## src/hw/rtl/swdq_pkg.sv

```systemverilog
// shared types and constants for the sorted wakeup delay queue
// no dependencies
`default_nettype none

package swdq_pkg;

    localparam int QUEUE_DEPTH_DEF  = 16;
    localparam int TASK_ID_BITS_DEF = 8;
    localparam int MAX_RESULTS      = 16;
    localparam int CNT_W            = $clog2(MAX_RESULTS);

    localparam int OP_W    = 2;
    localparam int KIND_W  = 2;
    localparam int TID_W   = 8;
    localparam int REQ_W   = 31;
    localparam int TICKS_W = 32;
    localparam int S_DATA_W = 40;
    localparam int M_DATA_W = 40;

    typedef enum logic [OP_W-1:0] {
        OP_TICK  = 2'd0,
        OP_TIME  = 2'd1,
        OP_DELAY = 2'd2,
        OP_UNTIL = 2'd3
    } op_t;

    typedef enum logic [KIND_W-1:0] {
        KIND_WAKE = 2'd0,
        KIND_TIME = 2'd1,
        KIND_NOW  = 2'd2,
        KIND_FULL = 2'd3
    } kind_t;

    typedef enum logic [1:0] {
        ST_IDLE,
        ST_DECIDE,
        ST_BURST
    } state_t;

    typedef struct packed {
        logic ins;
        logic pop;
    } cell_cmd_t;

endpackage

`default_nettype wire

```

## src/hw/rtl/sorted_wakeup_delay_queue.sv

```systemverilog
// a time query or delay answer is registered from the DECIDE state once the output is free
// a tick releases due tasks in BURST, one word per cycle unless stalled, at most 16 per tick
// one request at a time: the input is ready only in the IDLE state
// queue slots shift left on release and right of the insert point on insertion
// reset: asynchronous active low, clears the time counter, slot valid bits and control
// top level: sorted wakeup delay queue built from a chain of swdq_cell slots, uses swdq_pkg
`default_nettype none

module sorted_wakeup_delay_queue #(
    parameter int QUEUE_DEPTH  = swdq_pkg::QUEUE_DEPTH_DEF,
    parameter int TASK_ID_BITS = swdq_pkg::TASK_ID_BITS_DEF
) (
    input  wire logic                              clk,
    input  wire logic                              rst_n,
    input  wire logic                              s_tvalid,
    output logic                                   s_tready,
    input  wire logic [swdq_pkg::S_DATA_W-1:0]     s_tdata,  // task_id, request_ticks, pad
    input  wire logic [swdq_pkg::OP_W-1:0]         s_tuser,  // operation
    output logic                                   m_tvalid,
    input  wire logic                              m_tready,
    output logic [swdq_pkg::M_DATA_W-1:0]          m_tdata,  // reply_task, reply_ticks
    output logic [swdq_pkg::KIND_W-1:0]            m_tuser,  // kind
    output logic                                   m_tlast
);
    import swdq_pkg::*;

    localparam int TW = (TASK_ID_BITS < TID_W) ? TASK_ID_BITS : TID_W;

    state_t              state_reg, state_next;
    logic [TICKS_W-1:0]  time_reg, time_next;
    op_t                 op_reg, op_next;
    logic [TW-1:0]       tid_reg, tid_next;
    logic [TICKS_W-1:0]  dl_reg, dl_next;
    logic [CNT_W-1:0]    cnt_reg, cnt_next;

    logic                out_valid_reg, out_valid_next;
    kind_t               out_kind_reg, out_kind_next;
    logic [TID_W-1:0]    out_tid_reg, out_tid_next;
    logic [TICKS_W-1:0]  out_ticks_reg, out_ticks_next;
    logic                out_last_reg, out_last_next;

    logic                accept;
    logic                out_free;
    logic                out_load;
    logic                front_due;
    logic                second_due;
    logic                burst_last;
    logic                later;
    cell_cmd_t           cmd;
    logic [REQ_W-1:0]    req;

    logic                cell_valid [QUEUE_DEPTH];
    logic                cell_gt    [QUEUE_DEPTH];
    logic [TICKS_W-1:0]  cell_dl    [QUEUE_DEPTH];
    logic [TW-1:0]       cell_tid   [QUEUE_DEPTH];

    assign s_tready = (state_reg == ST_IDLE);
    assign accept   = s_tvalid && s_tready;
    assign out_free = !out_valid_reg || m_tready;
    assign req      = s_tdata[TID_W +: REQ_W];

    assign front_due  = cell_valid[0] && (cell_dl[0] <= time_reg);
    assign second_due = cell_valid[1] && (cell_dl[1] <= time_reg);
    assign burst_last = (cnt_reg == CNT_W'(MAX_RESULTS - 1)) || !second_due;
    assign later      = dl_reg > time_reg;

    genvar gi;
    generate
        for (gi = 0; gi < QUEUE_DEPTH; gi++)
        begin : g_cell
            logic               pv, pg, nv;
            logic [TICKS_W-1:0] pd, nd;
            logic [TW-1:0]      pt, nt;

            if (gi == 0)
            begin : g_head
                assign pv = 1'b1;
                assign pg = 1'b0;
                assign pd = '0;
                assign pt = '0;
            end
            else
            begin : g_body
                assign pv = cell_valid[gi-1];
                assign pg = cell_gt[gi-1];
                assign pd = cell_dl[gi-1];
                assign pt = cell_tid[gi-1];
            end

            if (gi == QUEUE_DEPTH - 1)
            begin : g_tail
                assign nv = 1'b0;
                assign nd = '0;
                assign nt = '0;
            end
            else
            begin : g_mid
                assign nv = cell_valid[gi+1];
                assign nd = cell_dl[gi+1];
                assign nt = cell_tid[gi+1];
            end

            swdq_cell #(
                .TASK_W (TW)
            ) u_cell (
                .clk           (clk),
                .rst_n         (rst_n),
                .cmd           (cmd),
                .new_deadline  (dl_reg),
                .new_tid       (tid_reg),
                .prev_valid    (pv),
                .prev_gt       (pg),
                .prev_deadline (pd),
                .prev_tid      (pt),
                .next_valid    (nv),
                .next_deadline (nd),
                .next_tid      (nt),
                .valid         (cell_valid[gi]),
                .gt            (cell_gt[gi]),
                .deadline      (cell_dl[gi]),
                .tid           (cell_tid[gi])
            );
        end
    endgenerate

    // next state
    always_comb
    begin
        state_next = state_reg;
        unique case (state_reg)
            ST_IDLE:
            begin
                if (accept)
                begin
                    state_next = (op_t'(s_tuser) == OP_TICK) ? ST_BURST : ST_DECIDE;
                end
            end
            ST_DECIDE:
            begin
                if (op_reg == OP_TIME || !later || cell_valid[QUEUE_DEPTH-1])
                begin
                    if (out_free)
                    begin
                        state_next = ST_IDLE;
                    end
                end
                else
                begin
                    state_next = ST_IDLE;
                end
            end
            ST_BURST:
            begin
                if (!front_due)
                begin
                    state_next = ST_IDLE;
                end
                else if (out_free && burst_last)
                begin
                    state_next = ST_IDLE;
                end
            end
            default:
            begin
                state_next = ST_IDLE;
            end
        endcase
    end

    // datapath and outputs
    always_comb
    begin
        time_next      = time_reg;
        op_next        = op_reg;
        tid_next       = tid_reg;
        dl_next        = dl_reg;
        cnt_next       = cnt_reg;
        out_load       = 1'b0;
        out_kind_next  = out_kind_reg;
        out_tid_next   = out_tid_reg;
        out_ticks_next = out_ticks_reg;
        out_last_next  = out_last_reg;
        cmd            = '0;

        unique case (state_reg)
            ST_IDLE:
            begin
                if (accept)
                begin
                    op_next  = op_t'(s_tuser);
                    tid_next = s_tdata[TW-1:0];
                    cnt_next = '0;
                    if (op_t'(s_tuser) == OP_TICK)
                    begin
                        time_next = time_reg + 32'd1;
                    end
                    if (op_t'(s_tuser) == OP_DELAY)
                    begin
                        dl_next = time_reg + TICKS_W'(req);
                    end
                    else
                    begin
                        dl_next = TICKS_W'(req);
                    end
                end
            end
            ST_DECIDE:
            begin
                out_tid_next  = TID_W'(tid_reg);
                out_last_next = 1'b1;
                priority if (op_reg == OP_TIME)
                begin
                    out_load       = out_free;
                    out_kind_next  = KIND_TIME;
                    out_ticks_next = time_reg;
                end
                else if (!later)
                begin
                    out_load       = out_free;
                    out_kind_next  = KIND_NOW;
                    out_ticks_next = dl_reg;
                end
                else if (cell_valid[QUEUE_DEPTH-1])
                begin
                    out_load       = out_free;
                    out_kind_next  = KIND_FULL;
                    out_ticks_next = dl_reg;
                end
                else
                begin
                    cmd.ins = 1'b1;
                end
            end
            ST_BURST:
            begin
                if (front_due && out_free)
                begin
                    out_load       = 1'b1;
                    out_kind_next  = KIND_WAKE;
                    out_tid_next   = TID_W'(cell_tid[0]);
                    out_ticks_next = time_reg;
                    out_last_next  = burst_last;
                    cmd.pop        = 1'b1;
                    cnt_next       = cnt_reg + CNT_W'(1);
                end
            end
            default:
            begin
                cmd = '0;
            end
        endcase

        if (out_load)
        begin
            out_valid_next = 1'b1;
        end
        else if (m_tready)
        begin
            out_valid_next = 1'b0;
        end
        else
        begin
            out_valid_next = out_valid_reg;
        end
    end

    always_ff @(posedge clk or negedge rst_n)
    begin
        if (!rst_n)
        begin
            state_reg     <= ST_IDLE;
            time_reg      <= '0;
            out_valid_reg <= 1'b0;
            cnt_reg       <= '0;
        end
        else
        begin
            state_reg     <= state_next;
            time_reg      <= time_next;
            out_valid_reg <= out_valid_next;
            cnt_reg       <= cnt_next;
        end
    end

    always_ff @(posedge clk)
    begin
        op_reg  <= op_next;
        tid_reg <= tid_next;
        dl_reg  <= dl_next;
        if (out_load)
        begin
            out_kind_reg  <= out_kind_next;
            out_tid_reg   <= out_tid_next;
            out_ticks_reg <= out_ticks_next;
            out_last_reg  <= out_last_next;
        end
    end

    assign m_tvalid = out_valid_reg;
    assign m_tdata  = {out_ticks_reg, out_tid_reg};
    assign m_tuser  = out_kind_reg;
    assign m_tlast  = out_last_reg;

endmodule

`default_nettype wire

```

## src/hw/rtl/swdq_cell.sv

```systemverilog
// one slot of the sorted queue: holds a deadline and a task id
// depends on swdq_pkg
`default_nettype none

module swdq_cell #(
    parameter int TASK_W = swdq_pkg::TASK_ID_BITS_DEF
) (
    input  wire logic                      clk,
    input  wire logic                      rst_n,
    input  wire swdq_pkg::cell_cmd_t       cmd,
    input  wire logic [swdq_pkg::TICKS_W-1:0] new_deadline,
    input  wire logic [TASK_W-1:0]         new_tid,
    input  wire logic                      prev_valid,
    input  wire logic                      prev_gt,
    input  wire logic [swdq_pkg::TICKS_W-1:0] prev_deadline,
    input  wire logic [TASK_W-1:0]         prev_tid,
    input  wire logic                      next_valid,
    input  wire logic [swdq_pkg::TICKS_W-1:0] next_deadline,
    input  wire logic [TASK_W-1:0]         next_tid,
    output logic                           valid,
    output logic                           gt,
    output logic [swdq_pkg::TICKS_W-1:0]   deadline,
    output logic [TASK_W-1:0]              tid
);
    import swdq_pkg::*;

    logic                valid_reg;
    logic                valid_next;
    logic [TICKS_W-1:0]  deadline_reg;
    logic [TICKS_W-1:0]  deadline_next;
    logic [TASK_W-1:0]   tid_reg;
    logic [TASK_W-1:0]   tid_next;

    assign gt       = valid_reg && (deadline_reg > new_deadline);
    assign valid    = valid_reg;
    assign deadline = deadline_reg;
    assign tid      = tid_reg;

    always_comb
    begin
        valid_next    = valid_reg;
        deadline_next = deadline_reg;
        tid_next      = tid_reg;
        priority if (cmd.pop)
        begin
            valid_next    = next_valid;
            deadline_next = next_deadline;
            tid_next      = next_tid;
        end
        else if (cmd.ins)
        begin
            priority if (prev_gt)
            begin
                valid_next    = prev_valid;
                deadline_next = prev_deadline;
                tid_next      = prev_tid;
            end
            else if (prev_valid && (gt || !valid_reg))
            begin
                valid_next    = 1'b1;
                deadline_next = new_deadline;
                tid_next      = new_tid;
            end
            else
            begin
                valid_next    = valid_reg;
                deadline_next = deadline_reg;
                tid_next      = tid_reg;
            end
        end
        else
        begin
            valid_next    = valid_reg;
            deadline_next = deadline_reg;
            tid_next      = tid_reg;
        end
    end

    always_ff @(posedge clk or negedge rst_n)
    begin
        if (!rst_n)
        begin
            valid_reg <= 1'b0;
        end
        else
        begin
            valid_reg <= valid_next;
        end
    end

    always_ff @(posedge clk)
    begin
        deadline_reg <= deadline_next;
        tid_reg      <= tid_next;
    end

endmodule

`default_nettype wire

```

## config.mk

```make
export PLATFORM = sky130hd
export DESIGN_NAME = sorted_wakeup_delay_queue
export DESIGN_NICKNAME = d
export VERILOG_FILES = /design/src/hw/rtl/swdq_pkg.sv /design/src/hw/rtl/sorted_wakeup_delay_queue.sv /design/src/hw/rtl/swdq_cell.sv
export SDC_FILE = /design/constraint.sdc
export NUM_CORES = 2
export LEC_CHECK = 0
export BUFFER_PORTS_ARGS = -buffer_cell sky130_fd_sc_hd__buf_2
export CAP_MARGIN = 20
export CORE_UTILIZATION = 34
export DETAILED_ROUTE_END_ITERATION = 12
export MAX_ROUTING_LAYER = met4
export SLEW_MARGIN = 10
export SYNTH_ARGS = -nofsm -noshare
export SYNTH_HDL_FRONTEND = slang
export SYNTH_SLANG_ARGS = --single-unit
export TNS_END_PERCENT = 1
```

## constraint.sdc

```tcl
create_clock -name clk -period 15.01 [get_ports clk]
set_clock_uncertainty 0.15 [all_clocks]
set_input_delay 0 -clock clk [delete_from_list [all_inputs] [get_ports clk]]
set_output_delay 0 -clock clk [all_outputs]
set_load 0.02 [all_outputs]
```

### Word level (Yosys, flattened, before mapping)

Cells that the tools add are included.

* register bits: 780
* bits in latches: 0
* RAM bits: 0
* bits in read-only memories: 0
* output and inout port bits: 45
* logic and storage cells: 435
* memories kept: 0

* add/subtract/negate cells: 3
* $mul: 0
* div/mod/pow operators: 0
* order comparisons: 19
* eq/ne operators: 10
* shift operators: 0
* multiplexer cells: 222
* bitwise operators: 0
* reduce and logical (&&, ||, !) cells: 121

Operators by type and width (number)
* 32-bit two-way mux: 65
* 32-bit greater-than comparator: 17
* 8-bit two-way mux: 62
* 1-bit two-way mux: 75
* 32-bit less-or-equal comparator: 2
* 32-bit one-hot mux with 2 select lines: 1
* 3-bit nonzero test: 15
* 1-bit logical AND: 36
* 2-bit AND reduction: 18
* 32-bit by 1-bit adder with 32-bit output (second input constant): 1
* 32-bit by 31-bit adder with 32-bit output: 1
* 31-bit two-way mux: 1
* 1-bit logical OR: 20
* 2-bit two-way mux: 10
* 1-bit zero test: 19
* 8-bit one-hot mux with 2 select lines: 1
* 3-bit AND reduction: 4
* 2-bit nonzero test: 6
* 4-bit two-way mux: 2
* 4-bit one-hot mux with 2 select lines: 1
* 3-bit != test (second input constant): 2
* 2-bit one-hot mux with 3 select lines: 1
* 4-bit by 1-bit adder with 4-bit output (second input constant): 1
* 2-bit by 1-bit equality test with 1-bit output (second input constant): 2
* other kinds (9): 12

### Depth between registers and ports, before layout

* word-level depth: 8
* gate-level depth with buffers: 15
* depth with buffers taken out: 12

### By module

From an unflattened synthesis, not the netlist that was laid out.

* cells, all modules: 5685
* area total of the unflattened synthesis: 56168.9 um^2

Modules (own cells, without submodules)
* swdq_cell at g_cell[0].u_cell ...: times used 15, cells each 298, area each 2947.8 um^2, seq. area each 1226.2 um^2
* sorted_wakeup_delay_queue: times used 1, cells each 917, area each 8997.4 um^2, seq. area each 3528.4 um^2
* swdq_cell at g_cell[11].u_cell: times used 1, cells each 298, area each 2954.1 um^2, seq. area each 1226.2 um^2

### Least setup slack after synthesis

Ideal clock, no wire load.

* path kind: flip-flop to flip-flop
* start point: reg dl_reg[0]
* end point: reg g_cell[5].u_cell.deadline_reg[0], enable pin
* arrival time: 5.546 ns
* required time: 14.367 ns
* slack: 8.821 ns
* stages on the path, launching flop included: 14
* clock period less this slack: 6.189 ns
* cell sequence: edfxtp_1 > clkbuf_1 > inv_1 > ha_1 > nor2b_1 > o211ai_1 > a21boi_0 > or4b_1 > a21oi_1 > nor4bb_1 > clkbuf_1 > buf_1 > nand2_1 > o21ai_0

* cells in the longest elaborated chain, start to end: 6
* elaborated cells between the ends (all ways): 13
* classes of those cells: 3 x order compare; 3 x mux; 7 x reduce/logical

RTL lines
* start, declared: line sorted_wakeup_delay_queue.sv:33 `logic [TICKS_W-1:0] dl_reg, dl_next;`
* start signal, assigned: line sorted_wakeup_delay_queue.sv:289 `dl_reg <= dl_next;`
* 32-bit greater-than comparator, on equally long branches: line sorted_wakeup_delay_queue.sv:65, swdq_cell.sv:34
* 1-bit two-way mux / 1-bit logical AND (equally long branches): line sorted_wakeup_delay_queue.sv:217, swdq_cell.sv:34
* 1-bit two-way mux / 1-bit logical OR (equally long branches): line sorted_wakeup_delay_queue.sv:211, swdq_cell.sv:58
* 1-bit two-way mux / 1-bit logical AND (equally long branches): line sorted_wakeup_delay_queue.sv:185, swdq_cell.sv:58
* 2-bit nonzero test (no line) / 3-bit nonzero test (equally long branches)
* 2-bit AND reduction (no line) (*)
* end signal, assigned: line swdq_cell.sv:93 `deadline_reg <= deadline_next;`
* end, declared: line swdq_cell.sv:29 `logic [TICKS_W-1:0] deadline_reg;`

Every way passes the cells marked *; elsewhere a longest branch is shown, timed or not.
A chain may end at the register's enable or synchronous reset.

### Worst setup path after layout

* start point: reg time_reg[14]
* end point: reg g_cell[10].u_cell.deadline_reg[6], data pin

* cells in the longest elaborated chain, start to end: 6

RTL lines
* start, declared: line sorted_wakeup_delay_queue.sv:30 `logic [TICKS_W-1:0] time_reg, time_next;`
* start signal, assigned: line sorted_wakeup_delay_queue.sv:279 `time_reg <= time_next;`
* 32-bit less-or-equal comparator: line sorted_wakeup_delay_queue.sv:62 `assign front_due = cell_valid[0] && (cell_dl[0] <= time_reg);`
* 1-bit logical AND: line sorted_wakeup_delay_queue.sv:62
* 1-bit logical AND: line sorted_wakeup_delay_queue.sv:236 `if (front_due && out_free)`
* 1-bit two-way mux: line sorted_wakeup_delay_queue.sv:236
* 1-bit two-way mux: line sorted_wakeup_delay_queue.sv:185 `unique case (state_reg)`
* 32-bit two-way mux: line swdq_cell.sv:44 `priority if (cmd.pop)`
* named net g_cell[10].u_cell.deadline_next[6]: line swdq_cell.sv:30 `logic [TICKS_W-1:0] deadline_next;`
* end signal, assigned: line swdq_cell.sv:93
* end, declared: line swdq_cell.sv:29

The timed path passes the listed nets, and every way through them passes these cells.

==> impl_metrics.env <==
export IMPL_area_delta_synth_final_pct=11.89
export IMPL_start_kind="register"
export IMPL_cts_hold_buf=86
export IMPL_cts_resized=0
export IMPL_ctsLongestPathBuffers=3
export IMPL_rsz0062_at_grt="false"
export IMPL_io_pins=91
export IMPL_numPortBuffers=89
export IMPL_hp_start="s_tdata[20]"
export IMPL_worst_slew_pin_slew_ns=1.129
export IMPL_fin_setup_tns_ns=0
export IMPL_syn_nets=5751
export IMPL_async_flop_share_pct=7.051
export IMPL_grt_pass1_wl_mm=222.6
export IMPL_first_pass_iters=6
export IMPL_synth_seq_cells=780
export IMPL_num_vias=39102
export IMPL_status="completed"
export IMPL_numCtsBuffers=87
export IMPL_layoutNonFillerInstCount=7229
export IMPL_largest_reg_flops=512
export IMPL_hold_viol=0
export IMPL_fin_crit_ns=6.653
export IMPL_post_synth_inst_count=5092
export IMPL_dp_hpwl_mm=105.1
export IMPL_drcViolationCount=0
export IMPL_cts_sinks=780
export IMPL_row_count=143
export IMPL_crit_path_max_fanout=225
export IMPL_post_cts_setup_buffer_count=0
export IMPL_chipWidth_um=393.6
export IMPL_period_share_pct=44.32
export IMPL_drt_iter0_drc=2511
export IMPL_synthesis_area_um2=52130
export IMPL_cts_root_buffer="clkbuf_16"
export IMPL_drive_gt1_share_pct=7.021
export IMPL_critPathMaxStageDelay_ns=0.94
export IMPL_coreArea_um2=152100
export IMPL_crit_slowest_cell="buf_4"
export IMPL_ys_warn_count=0
export IMPL_p_total_mw=8.333
export IMPL_r2r_end="g_cell[10].u_cell.deadline[6]"
export IMPL_finalMaxSlewViolations=0
export IMPL_r2r_slack_ns=8.36
export IMPL_finalCoreUtilization_pct=38.35
export IMPL_fin_nets=5785
export IMPL_critPathKind="register to register"
export IMPL_final_setup_viol_count=0
export IMPL_grt_max_degree=250
export IMPL_fmax_mhz=150.3
export IMPL_cts_tree="built"
export IMPL_hold_path_class="input pin to register"
export IMPL_nFillCells=14965
export IMPL_start_util_pct=34.28
export IMPL_ys_seq_area_share_pct=43.63
export IMPL_end_kind="register"
export IMPL_crit_arrival_ns=6.87
export IMPL_routed_wl_mm=142.4
export IMPL_ant_nets=0
export IMPL_h_tree_depth=3
export IMPL_p_per_area_nw_per_um2=142.9
export IMPL_multi_input_area_um2=27700
export IMPL_maxCapViolations=0
export IMPL_antenna_cells=0
export IMPL_synth_ff_type="edfxtp_1"
export IMPL_clkTransAtPathRegs_ns=0.06
export IMPL_r2r_start="time_reg[14]"
export IMPL_die_h_um=393.6
export IMPL_relSlewSlack_pct=24.73
export IMPL_synth_edf_count=685
export IMPL_drt_wirelength_per_cell_um=19.70
export IMPL_avgSynthCellArea_um2=10.24
export IMPL_antenna_found_initial=0
export IMPL_crit_end="g_cell[10].u_cell.deadline[6]"
export IMPL_crit_top_cell="buf_4"
export IMPL_vias_per_cell=5.409
export IMPL_grt_overflow=0
export IMPL_reg2reg_depth=12
export IMPL_leakage_nw=23.13
export IMPL_regArea_um2=22750
export IMPL_track_usage_pct=18.45
export IMPL_ys_types=79
export IMPL_ir_drop_v=0.00009436
export IMPL_dp_cells=6976
export IMPL_worstPathRequired_ns=15.23
export IMPL_critPathLaunch="time_reg[14]"
export IMPL_grt_pass1_vias=39143
export IMPL_die_area_um2=154900
export IMPL_place_congestion=0.8984
export IMPL_crit_path_cell_trace="inv_1 -> ha_1 -> nand4_1 -> nor2_1 -> a2bb2oi_1 -> nand3_1 -> a311oi_2 -> and2_4 -> buf_12 -> buf_4 -> buf_4 -> o21ai_0"
export IMPL_insertion_delay_ns=0.70
[power by group]
| part | leakage [nW] | switching (mW) | internal [mW] |
|---|---|---|---|
| Sequential | 7.22 | 0.274 | 2.94 |
| Combinational | 14.5 | 1.76 | 1.20 |
| Clock | 1.36 | 0.920 | 1.24 |
[cells in the final DEF (no fill, tap or decap), drive strengths merged, types with 7 or more instances in the layout]
cell type	netlist	layout
xnor2	37	37
mux2	10	10
o211ai	62	62
and2	7	7
dfrtp	55	55
and4	20	20
a211o	7	7
inv	115	120
ha	612	612
xor2	15	15
nand3	102	102
a31oi	16	16
o31ai	14	14
dfxtp	40	40
or2	15	15
buf	102	177
dlygate4sd3	0	86
a31o	7	7
nor2	94	94
a21oi	233	233
nand4	128	128
nor4	16	16
and3	23	23
o21a	33	33
nand2b	14	14
o21bai	7	7
a21o	151	151
mux2i	553	553
a211oi	29	29
clkinv	0	16
edfxtp	685	685
clkbuf	216	135
or3	7	7
o21ai	727	727
nor3	45	45
nor2b	39	39
nand2	767	767
[layer usage]
metal	global-route usage, %	vias to the layer above	share of wire (%)
met5	-	-	0
met4	8.505	0	4.4
met3	1.769	235	3.8
met2	29.18	897	46
met1	23.85	18866	46
li1	-	19104	-
[cell type report]
type	count	share of cell area (%)
sequential	780	39.00
timing repair buffer	263	3.621
clock buffer	135	4.359
tap	2030	4.355
inverter	115	0.7401
clock inverter	27	0.4419
multi-input combinational	3879	47.48
[through the flow]
stage                     setup slack, ns  hold WS, ns  cell area (um^2)
after floorplan                     8.821      -0.4456             52130
final                               8.357      0.04224             58330
after detailed placement            8.313      0.02833             54560
after global routing                7.895      0.07480             58330
after CTS                           8.344     0.004834             58220
after global placement              8.437      0.02614             54480
[synthesized netlist by cell type, types with 6 or more instances]
cell	n	area share [%]
nor3_1	45	0.43
and3_1	23	0.28
o31a_1	6	0.10
o21ai_0	575	5.5
a21oi_1	233	2.2
and4_1	20	0.34
edfxtp_1	685	39
a31oi_1	16	0.19
nand2b_1	14	0.17
o221ai_1	6	0.10
or3_1	7	0.084
o21a_1	33	0.48
dfxtp_1	40	1.5
o21ai_1	152	1.5
buf_6	18	0.39
inv_1	115	0.83
o21bai_1	7	0.10
a211oi_1	29	0.42
xnor2_1	37	0.62
ha_1	612	15
buf_2	65	0.62
nor2_1	93	0.67
a31o_2	7	0.12
dfrtp_1	55	2.6
mux2i_1	553	11
clkbuf_1	208	1.5
o31ai_1	14	0.20
xor2_1	15	0.25
and2_1	6	0.072
nand3_1	102	0.98
mux2_2	10	0.22
nor2b_1	39	0.47
nand2_1	767	5.5
o211ai_1	62	0.89
nor4_1	14	0.17
a211o_1	7	0.12
clkbuf_2	8	0.077
a21o_1	151	2.2
buf_1	14	0.10
a221oi_1	6	0.10
nand4_1	128	1.5
or2_2	14	0.17
[worst min-delay path by stage]
stage	endpoint	slack [ns]	cells after the start
floorplan	cnt_reg[0]	-0.45	0
global route	dl_reg[4]	0.07	3
detailed placement	tid_reg[2]	0.03	1
finish	dl_reg[12]	0.04	4
CTS	dl_reg[12]	0.005	4
global placement	tid_reg[1]	0.03	1
[critical path, delay by kind of cell, from the launching register on]
kind	cells	cell delay, ns
simple gates	4	1.42
fa+ha+maj	1	0.30
flops	1	0.42
buf+inv	4	2.66
compound gates	3	1.20
[logic make-up (layout without fill, tap and decap cells)]
group / Yosys count / in the layout / synth area share (%)
DFF: 780 / 780 / 43.63
xor gates and xnor gates: 52 / 52 / 0.8736
buffers and inverters: 433 / 540 / 3.603
adders and majority gates: 613 / 613 / 14.73
muxes: 563 / 563 / 10.83
AOI/OAI and AO/OA: 1352 / 1352 / 15.00
and+or+nand+nor: 1299 / 1299 / 11.33
No activity file was read; power rests on OpenSTA's default activity.
